## config.mk

```make
export PLATFORM = sky130hd
export DESIGN_NAME = input_binding_match_table
export DESIGN_NICKNAME = d
export VERILOG_FILES = /design/src/ibmt_pkg.sv /design/src/ibmt_ram.sv /design/src/input_binding_match_table.sv
export SDC_FILE = /design/constraint.sdc
export NUM_CORES = 1
export LEC_CHECK = 0
export BUFFER_PORTS_ARGS = -buffer_cell sky130_fd_sc_hd__buf_2
export CORE_UTILIZATION = 35
export DETAILED_ROUTE_END_ITERATION = 7
export PLACE_DENSITY_LB_ADDON = 0.25
export SKIP_CTS_REPAIR_TIMING = 1
export SYNTH_ARGS = -nofsm -noshare
export SYNTH_HDL_FRONTEND = slang
export SYNTH_SLANG_ARGS = --single-unit
```

## constraint.sdc

```tcl
create_clock -name clk_i -period 6 [get_ports clk_i]
set_clock_uncertainty 0.05 [all_clocks]
set_input_delay 0.6 -clock clk_i [delete_from_list [all_inputs] [get_ports clk_i]]
set_output_delay 0.6 -clock clk_i [all_outputs]
set_load 0.02 [all_outputs]
```

## src/ibmt_pkg.sv

```systemverilog
// Shared types and constants for the input binding match table.
`timescale 1ns / 1ps

package ibmt_pkg;

  localparam int unsigned SourceW = 3;
  localparam int unsigned CodeW   = 16;
  localparam int unsigned SlotW   = SourceW + CodeW;
  localparam int unsigned IndexW  = 8;
  localparam int unsigned TotalW  = 9;

  typedef enum logic [1:0] {
    MODE_BIND    = 2'd0,
    MODE_UNBIND  = 2'd1,
    MODE_RESOLVE = 2'd2,
    MODE_NOP     = 2'd3
  } mode_e;

  typedef enum logic [1:0] {
    ST_OK     = 2'd0,
    ST_RANGE  = 2'd1,
    ST_SOURCE = 2'd2,
    ST_CODE   = 2'd3
  } status_e;

  typedef enum logic [SourceW-1:0] {
    SRC_KEY   = 3'd0,
    SRC_MOUSE = 3'd1,
    SRC_PAD   = 3'd2,
    SRC_AXIS  = 3'd3
  } source_e;

endpackage

```

## src/ibmt_ram.sv

```systemverilog
// Generic single-port-write, single-port-read RAM with registered read data.
`timescale 1ns / 1ps

module ibmt_ram #(
  parameter int unsigned Width = 19,
  parameter int unsigned Depth = 32
) (
  input  logic                                  clk_i,
  input  logic                                  we_i,
  input  logic [(Depth > 1 ? $clog2(Depth) : 1)-1:0] waddr_i,
  input  logic [Width-1:0]                      wdata_i,
  input  logic [(Depth > 1 ? $clog2(Depth) : 1)-1:0] raddr_i,
  output logic [Width-1:0]                      rdata_o
);

  logic [Width-1:0] mem_q [Depth];

  always_ff @(posedge clk_i) begin
    if (we_i) begin
      mem_q[waddr_i] <= wdata_i;
    end
    rdata_o <= mem_q[raddr_i];
  end

endmodule

```

## src/input_binding_match_table.sv

```systemverilog
// Top level of the input binding match table.
//
// Input channel (in_valid_i / in_stall_o) carries one operation per transfer:
// mode_i selects bind, unbind or resolve; action_index_i, source_i and code_i
// are its operands. Output channel (out_valid_o / out_stall_i) returns one
// result per operation: status, found flag, matched slot and bound count.
// Slot source/code pairs live in a RAM with registered read data; the bound
// marks and the bound count are flip-flops.
// Bind, unbind and no-op results are registered at the accepting edge.
// Resolve scans the RAM one slot per cycle from slot 0 and stops at the
// first matching slot or after the last slot, where its result is
// registered. No new operation is taken until the scan ends, since the
// scan uses the single RAM read port.
// An operation is taken only when the output register is empty or is being
// emptied in the same cycle; while the receiver stalls a waiting result, the
// input stalls too. Reset unbinds every slot and clears the count at once.
`timescale 1ns / 1ps

module input_binding_match_table
  import ibmt_pkg::*;
#(
  parameter int unsigned ACTIONS     = 32,
  parameter int unsigned KEY_CODES   = 512,
  parameter int unsigned MOUSE_CODES = 8,
  parameter int unsigned PAD_CODES   = 16,
  parameter int unsigned AXIS_CODES  = 8
) (
  input  logic                clk_i,
  input  logic                rst_ni,
  input  logic                in_valid_i,
  output logic                in_stall_o,
  input  logic [1:0]          mode_i,
  input  logic [IndexW-1:0]   action_index_i,
  input  logic [SourceW-1:0]  source_i,
  input  logic [CodeW-1:0]    code_i,
  output logic                out_valid_o,
  input  logic                out_stall_i,
  output logic [1:0]          status_o,
  output logic                found_o,
  output logic [IndexW-1:0]   matched_action_o,
  output logic [TotalW-1:0]   bound_total_o
);

  localparam int unsigned IW = (ACTIONS > 1) ? $clog2(ACTIONS) : 1;
  localparam int unsigned CW = $clog2(ACTIONS + 1);
  localparam logic [IW-1:0] LastIdx = IW'(ACTIONS - 1);

  typedef enum logic {
    S_IDLE,
    S_SCAN
  } state_e;

  state_e              state_q;
  logic [ACTIONS-1:0]  valid_q, valid_d;
  logic [CW-1:0]       tally_q, tally_d;
  logic [IW-1:0]       cmp_idx_q;
  logic [SourceW-1:0]  req_src_q;
  logic [CodeW-1:0]    req_code_q;

  logic                out_valid_q, out_valid_d;
  status_e             status_q;
  logic                found_q;
  logic [IndexW-1:0]   match_q;
  logic [TotalW-1:0]   total_q;

  logic                accept;
  mode_e               mode;
  logic [IW-1:0]       idx;
  logic                in_range;
  logic [CodeW:0]      limit;
  logic                src_ok;
  status_e             bind_status;
  logic                ram_we;
  logic [IW-1:0]       raddr;
  logic [SlotW-1:0]    rdata;
  logic                hit;
  logic                result_set;

  assign in_stall_o = (state_q != S_IDLE) || (out_valid_q && out_stall_i);
  assign accept     = in_valid_i && !in_stall_o;
  assign mode       = mode_e'(mode_i);
  assign idx        = action_index_i[IW-1:0];
  assign in_range   = {1'b0, action_index_i} < TotalW'(ACTIONS);

  always_comb begin
    src_ok = 1'b1;
    unique case (source_i)
      SRC_KEY:   limit = (CodeW+1)'(KEY_CODES);
      SRC_MOUSE: limit = (CodeW+1)'(MOUSE_CODES);
      SRC_PAD:   limit = (CodeW+1)'(PAD_CODES);
      SRC_AXIS:  limit = (CodeW+1)'(AXIS_CODES);
      default: begin
        limit  = '0;
        src_ok = 1'b0;
      end
    endcase
  end

  always_comb begin
    if (!in_range) begin
      bind_status = ST_RANGE;
    end else if (!src_ok) begin
      bind_status = ST_SOURCE;
    end else if ({1'b0, code_i} >= limit) begin
      bind_status = ST_CODE;
    end else begin
      bind_status = ST_OK;
    end
  end

  assign ram_we = accept && (mode == MODE_BIND) && (bind_status == ST_OK);

  // Bound marks and count; slot data itself goes to the RAM.
  always_comb begin
    valid_d = valid_q;
    tally_d = tally_q;
    if (accept && in_range) begin
      if (mode == MODE_BIND && bind_status == ST_OK) begin
        valid_d[idx] = 1'b1;
        if (!valid_q[idx]) tally_d = tally_q + 1'b1;
      end else if (mode == MODE_UNBIND && valid_q[idx]) begin
        valid_d[idx] = 1'b0;
        tally_d = tally_q - 1'b1;
      end
    end
  end

  // Slot 0 is read at the accepting edge; later slots follow one per cycle.
  assign raddr = (state_q == S_IDLE) ? '0 : cmp_idx_q + 1'b1;
  assign hit   = valid_q[cmp_idx_q] && (rdata == {req_src_q, req_code_q});

  // Output register loads on a non-resolve transfer or at the end of a scan.
  assign result_set  = (state_q == S_IDLE) ? (accept && mode != MODE_RESOLVE)
                                           : (hit || cmp_idx_q == LastIdx);
  assign out_valid_d = result_set || (out_valid_q && out_stall_i);

  ibmt_ram #(
    .Width (SlotW),
    .Depth (ACTIONS)
  ) u_slots (
    .clk_i   (clk_i),
    .we_i    (ram_we),
    .waddr_i (idx),
    .wdata_i ({source_i, code_i}),
    .raddr_i (raddr),
    .rdata_o (rdata)
  );

  always_ff @(posedge clk_i or negedge rst_ni) begin
    if (!rst_ni) begin
      state_q     <= S_IDLE;
      valid_q     <= '0;
      tally_q     <= '0;
      cmp_idx_q   <= '0;
      out_valid_q <= 1'b0;
    end else begin
      valid_q     <= valid_d;
      tally_q     <= tally_d;
      out_valid_q <= out_valid_d;
      unique case (state_q)
        S_IDLE: begin
          if (accept) begin
            found_q <= 1'b0;
            match_q <= '0;
            total_q <= TotalW'(tally_d);
            if (mode == MODE_RESOLVE) begin
              req_src_q  <= source_i;
              req_code_q <= code_i;
              cmp_idx_q  <= '0;
              state_q    <= S_SCAN;
            end else begin
              status_q    <= (mode == MODE_BIND) ? bind_status
                           : (mode == MODE_UNBIND && !in_range) ? ST_RANGE : ST_OK;
            end
          end
        end
        S_SCAN: begin
          if (hit || cmp_idx_q == LastIdx) begin
            status_q    <= ST_OK;
            found_q     <= hit;
            match_q     <= hit ? IndexW'(cmp_idx_q) : '0;
            state_q     <= S_IDLE;
          end else begin
            cmp_idx_q <= cmp_idx_q + 1'b1;
          end
        end
        default: state_q <= S_IDLE;
      endcase
    end
  end

  assign out_valid_o      = out_valid_q;
  assign status_o         = status_q;
  assign found_o          = found_q;
  assign matched_action_o = match_q;
  assign bound_total_o    = total_q;

  a_tally_matches_marks : assert property (
    @(posedge clk_i) disable iff (!rst_ni)
    32'(tally_q) == $countones(valid_q)
  ) else $error("bound count disagrees with bound marks");

  a_scan_output_empty : assert property (
    @(posedge clk_i) disable iff (!rst_ni)
    (state_q == S_SCAN) |-> !out_valid_q
  ) else $error("output register busy during a resolve scan");

  a_found_is_ok : assert property (
    @(posedge clk_i) disable iff (!rst_ni)
    (out_valid_o && found_o) |-> (status_o == ST_OK)
  ) else $error("found result with error status");

  a_total_in_range : assert property (
    @(posedge clk_i) disable iff (!rst_ni)
    out_valid_o |-> (32'(bound_total_o) <= ACTIONS)
  ) else $error("bound total exceeds slot count");

endmodule

```

# Word-level counts from Yosys, hierarchy flattened
# Memories as Yosys holds them, arrays and structs flattened. A register that Yosys moved wholly into a read port is not among the register bits.
# Index checks and enable logic that the tools add are counted.
word_totals:
  wordCells: 107
  reg_bits: 81
  memories: 1
  ram_bits: 608
mem_list:
  columns: ["name", "depth", "width", "read_ports", "rd_ports_with_merged_regs", "write_ports", "line_no", "text"]
  rows:
  - ["u_slots.mem_q", 32, 19, 1, 1, 1, "ibmt_ram.sv:16", "logic [Width-1:0] mem_q [Depth];"]
classes:
  bitwise_logic: 4
  n_reduce_logical: 28
  eq_ne: 13
  magnitude_cmp: 5
  n_mux: 42
  n_addsub: 3
op_table:
  columns: ["operator", "n"]
  rows:
  - ["32-bit two-way mux", 2]
  - ["32-bit bitwise AND", 1]
  - ["32-bit inverter", 1]
  - ["32-bit bitwise OR", 1]
  - ["10-bit one-hot mux with 3 select lines", 1]
  - ["5-bit two-way mux", 5]
  - ["6-bit two-way mux", 4]
  - ["19-bit equality test", 1]
  - ["16-bit by 17-bit >= comparator with 1-bit output", 1]
  - ["8-bit two-way mux", 2]
  - ["8-bit one-hot mux with 2 select lines", 1]
  - ["2-bit two-way mux", 7]
  - ["1-bit two-way mux", 13]
  - ["5-bit by 6-bit < comparator with 1-bit output, second input constant", 2]
  - ["1-bit logical AND", 11]
  - ["1-bit binary-select mux with 5-bit select", 2]
  - ["5-bit one-hot mux with 2 select lines", 1]
  - ["3-bit AND reduction", 3]
  - ["8-bit by 6-bit < comparator with 1-bit output, second input constant", 1]
  - ["2-bit inequality test, second input constant", 4]
  - ["4-bit AND reduction", 2]
  - ["6-bit by 1-bit adder with 6-bit output, second input constant", 1]
  - ["3-bit by 2-bit equality test with 1-bit output, second input constant", 2]
  - ["6-bit by 1-bit subtractor with 6-bit output, second input constant", 1]
  - ["19 further kinds", 25]

# Longest topological paths before layout
logic_depth:
  depth_word: 11
  ltp_mapped: 10
  mapped_depth_nobuf: 9

# Hierarchy
# Synthesis repeated with hierarchy kept, for this count alone.
unflattened:
  hier_cells: 1713
  area_unflattened_um2: 28335.9
modules_own_cells:
  columns: ["mod", "instances", "area_per_inst_um2", "cells_each"]
  rows:
  - ["ibmt_ram", 1, 24245.8, 1346]
  - ["input_binding_match_table", 1, 4090.2, 367]

# Least setup slack after synthesis
# No wires, ideal clock.
synth_timing:
  path_type: "input -> register"
  from: "in source_i[0]"
  to: "mem u_slots.mem_q[11][0], enable pin"
  n_path_buf: 0
  setup_ns: 0.395
  arrival_time_ns: 3.391
  slack_ns: 2.165
  required_time_ns: 5.555
  path_stages: 9
  path_cell_list: "nor2_1 > nand2_1 > ha_1 > or4_1 > o31a_1 > or2_1 > nor3_1 > nand3_1 > nor2_1"
synth_via:
  elab_chain_cells: 11
  elab_cells_between_ends: 16
synth_lines:
  columns: ["item", "line_no", "text"]
  rows:
  - ["start, declared", "input_binding_match_table.sv:34", "input logic [SourceW-1:0] source_i,"]
  - ["3-bit by 2-bit equality test with 1-bit output / 3-bit by 1-bit equality test with 1-bit output (equally long branches)", "input_binding_match_table.sv:87", "unique case (source_i)"]
  - ["2-bit OR reduction (no source line)", null, null]
  - ["10-bit one-hot mux with 3 select lines", "input_binding_match_table.sv:87", null]
  - ["16-bit by 17-bit >= comparator with 1-bit output", "input_binding_match_table.sv:104", "end else if ({1'b0, code_i} >= limit) begin"]
  - ["2-bit two-way mux", "input_binding_match_table.sv:104", null]
  - ["2-bit two-way mux *", "input_binding_match_table.sv:102", "end else if (!src_ok) begin"]
  - ["2-bit two-way mux *", "input_binding_match_table.sv:100", "if (!in_range) begin"]
  - ["2-bit zero test *", "input_binding_match_table.sv:111", "assign ram_we = accept && (mode == MODE_BIND) && (bind_status == ST_OK);"]
  - ["1-bit logical AND *", "input_binding_match_table.sv:111", null]
  - ["1-bit two-way mux *", "ibmt_ram.sv:19", "if (we_i) begin"]
  - ["1-bit two-way mux (implied by the code) *", "ibmt_ram.sv:20", "mem_q[waddr_i] <= wdata_i;"]
  - ["end, declared", "ibmt_ram.sv:16", null]
# Every way passes the cells marked *; elsewhere a longest branch is shown, timed or not.

# Final worst setup path
layout_timing:
  from: "in source_i[1]"
  to: "mem u_slots.mem_q[15][12], enable pin"
# The elaborated chain is that of the path after synthesis.

==> impl_metrics.tcl <==
set metrics [dict create \
    critPathMaxStageDelay_ns 0.56 \
    grt_max_degree 88 \
    tightestPinTransition_ns 1.11 \
    slowest_stage "nand3_1" \
    cts_sinks 705 \
    power.total_mw 15.1 \
    grt_pass1_vias 14500 \
    clockBufferDepth 3 \
    cts_root_buf "clkbuf_16" \
    drcViolationCount 0 \
    cap_viol_max_count 0 \
    rsz0062_at_grt "no" \
    initial_core_util_pct 35.5 \
    clk_pin_slew_worst_paths_ns 0.06 \
    antenna_found_initial 9 \
    max-vdd-ir-drop_v 0.000347 \
    synthArstFlopShare_pct 6.38 \
    drive_above_1_share_pct 24.5 \
    clk_latency_ns 0.61 \
    slew_violations 0 \
    arrival_ns 4.34 \
    ant_nets 0 \
    syn-cell-area_um2 27500 \
    hold_path_class "in2async" \
    fp.dieW_um 282 \
    fin_tns_setup_ns 0 \
    synth_top_area_share_pct 69.9 \
    num_io_pins 55 \
    avgSynthCellArea_um2 18.6 \
    crit_path_frequent_cell "buf_4" \
    layout_worst_path_cycle_share_pct 68.1 \
    crit_type "in2reg" \
    crit_path_end_kind "register" \
    synth_flop_cell "edfxtp_1" \
    yosysSeqAreaShare_pct 75.4 \
    start_kind "input port" \
    yosysWarnings 0 \
    cp.required_ns 6.25 \
    synth_seq_cells 705 \
    hold_viol 0 \
    synth_edf_count 641 \
    timing.hold.ws_ns 0.0686 \
    fillers 6924 \
    status "complete, no violations" \
    final-setup-viol-count 0 \
    worstPathCellList "buf_2 -> buf_4 -> or3_1 -> ha_1 -> nor4_1 -> nand2_1 -> or2_1 -> nor3_1 -> nand3_1 -> nor2_2 -> buf_4" \
    slew_headroom_pct 25.7 \
    yosys.area.top_type "edfxtp_1" \
    fmax_ghz 0.245 \
    cts_tree "built" \
    path_buf_inv 3 \
    grt_pass1_wl_um 103000 \
    reg2reg_setup_slack_ns 2.24 \
    drt-vias-per-instance 5.45 \
    cp_max_fo 22 \
    powerDensity_nw_per_um2 478 \
    min_period_ns 4.08 \
    synth_cell_types 46 \
    place.gp.congestion 0.811 \
    grtUsageTotal_pct 17.9 \
    io_buffers 48 \
    cts_buffers 75 \
    dieArea_um2 79800 \
    synthToLayoutAreaGrowth_pct 15.1 \
    synth_area_leaders "edfxtp_1 70%, mux4_2 9.9%, dfrtp_1 4.1%, o21ai_0 2.7%, o221ai_1 2.5%" \
    synthCells 1480 \
    wl_per_cell_um 26.2 \
    layout_common_cells "641 x edfxtp_1, 146 x o21ai_0, 121 x mux4_2" \
    fp-row-count 102 \
    leakagePower_nw 10.1 \
    final_net_count 1608 \
    dp_hpwl_um 42300 \
    grt_overflow 0 \
    core_area_um2 77600 \
    num_vias 14600 \
    die_h_um 282 \
    htreeDepth 3 \
    first_pass_iters 5 \
    cpLargestDelayFamily "simple AND/OR/NAND/NOR gates" \
    drt-initial-drc-count 1600 \
    wl_um 69900 \
    mostFrequentLayoutCell "edfxtp_1" \
]
-- worst reg2reg max path, delay by kind of cell, from the launching register on --
kind                     cells  cell delay, ns
AO/OA/AOI/OAI                1            0.45
XOR/XNOR                     1            0.17
adder cells (fa/ha/maj)      1            0.31
buffers and inverters        1            0.70
flip-flops                   1            0.57
multiplexers                 2            0.92
AND/OR/NAND/NOR              1            0.48
-- cell families after synthesis --
logic type	Yosys count	synth area share, %
AND/OR/NAND/NOR	142	2.64
other	1	0.0136
multiplexers	168	11.7
buffers and inverters	113	1.77
adder cells (fa/ha/maj)	7	0.318
flip-flops	705	75.4
XOR/XNOR	26	0.827
AO/OA/AOI/OAI	318	7.34
-- layout make-up --
cell class              instances  area, um2  share of cell area, %
clock inverters                43        414                   1.31
inverters                      11       41.3                  0.130
well taps                    1040       1300                   4.11
multi-input cells             667       6410                   20.2
clock buffers                  96       1990                   6.27
flip-flops and latches        705      20800                   65.5
repair buffers                108        766                   2.42
diodes                          1       2.50                0.00790
-- final timing paths --
| kind | startpoint | cells after the start | endpoint |
|---|---|---|---|
| min in group clk_i | out_stall_i | 2 | out_valid_o |
| max in group asynchronous | rst_ni | 2 | cmp_idx_q[0] |
| setup / recovery | source_i[1] | 11 | u_slots.mem_q[15][12] |
| hold reg to reg | tally_q[5] | 1 | tally_q[5] |
| hold / removal | rst_ni | 2 | asynchronous set/reset pin |
| setup reg to reg | cmp_idx_q[1] | 7 | u_slots.rdata_o[9] |
-- through the flow --
| stage | setup slack, ns | utilization, % | instances | cell area [um2] |
|---|---|---|---|---|
| floorplan | 2.16 | - | 1485 | 27600 |
| global placement | 1.39 | 37.7 | 2531 | 29300 |
| detailed placement | 1.32 | 37.7 | 2531 | 29300 |
| CTS | 1.99 | 40.8 | 2670 | 31700 |
| global route | 1.69 | 40.8 | 2670 | 31700 |
| finish | 1.92 | 40.8 | 2671 | 31700 |
-- layer usage --
layer  global-route usage (%)  part of all wire [%]  wire length (um)
met1                     27.8                    47             32900
met2                     26.1                    44             30900
met3                     3.04                   7.1              4970
met4                     4.10                   1.7              1170
met5                        0                 0.011                 8
-- cell usage after synthesis, types with 3 or more instances --
cell,n
buf_1,15
and2_1,4
buf_4,12
o21ai_0,146
dfxtp_1,19
a21oi_1,4
nand3b_1,5
nand2_1,22
or3_1,4
clkbuf_1,66
nand3_1,11
o221ai_1,78
inv_1,11
nand2b_1,3
dfrtp_1,45
xor2_1,3
nor3_1,12
nor2_1,44
ha_1,7
xnor2_1,23
edfxtp_1,641
nor2b_1,9
mux2_2,21
mux4_2,121
nor4_1,6
buf_2,8
o22ai_1,80
and3_1,7
mux2i_1,26
nand4_1,6
or3b_2,3
-- state kept, by name, summed over array words and instances, names as in the netlist, named ones only --
signal            flops
u_slots.mem_q       608
u_slots.rdata_o      19
req_code_q           16
bound_total_o         6
tally_q               6
cmp_idx_q             5
matched_action_o      5
req_src_q             3
status_o              2
found_o               1
out_valid_o           1
state_q               1
-- power by group --
part | switching, mW | internal (mW) | total, mW | leakage, nW
Combinational | 2.91 | 2.14 | 5.06 | 2.36
Sequential | 0.103 | 5.49 | 5.59 | 6.54
Clock | 1.91 | 2.58 | 4.49 | 1.17
Total | 4.92 | 10.2 | 15.1 | 10.1
Power figures use the tool's default switching activity.
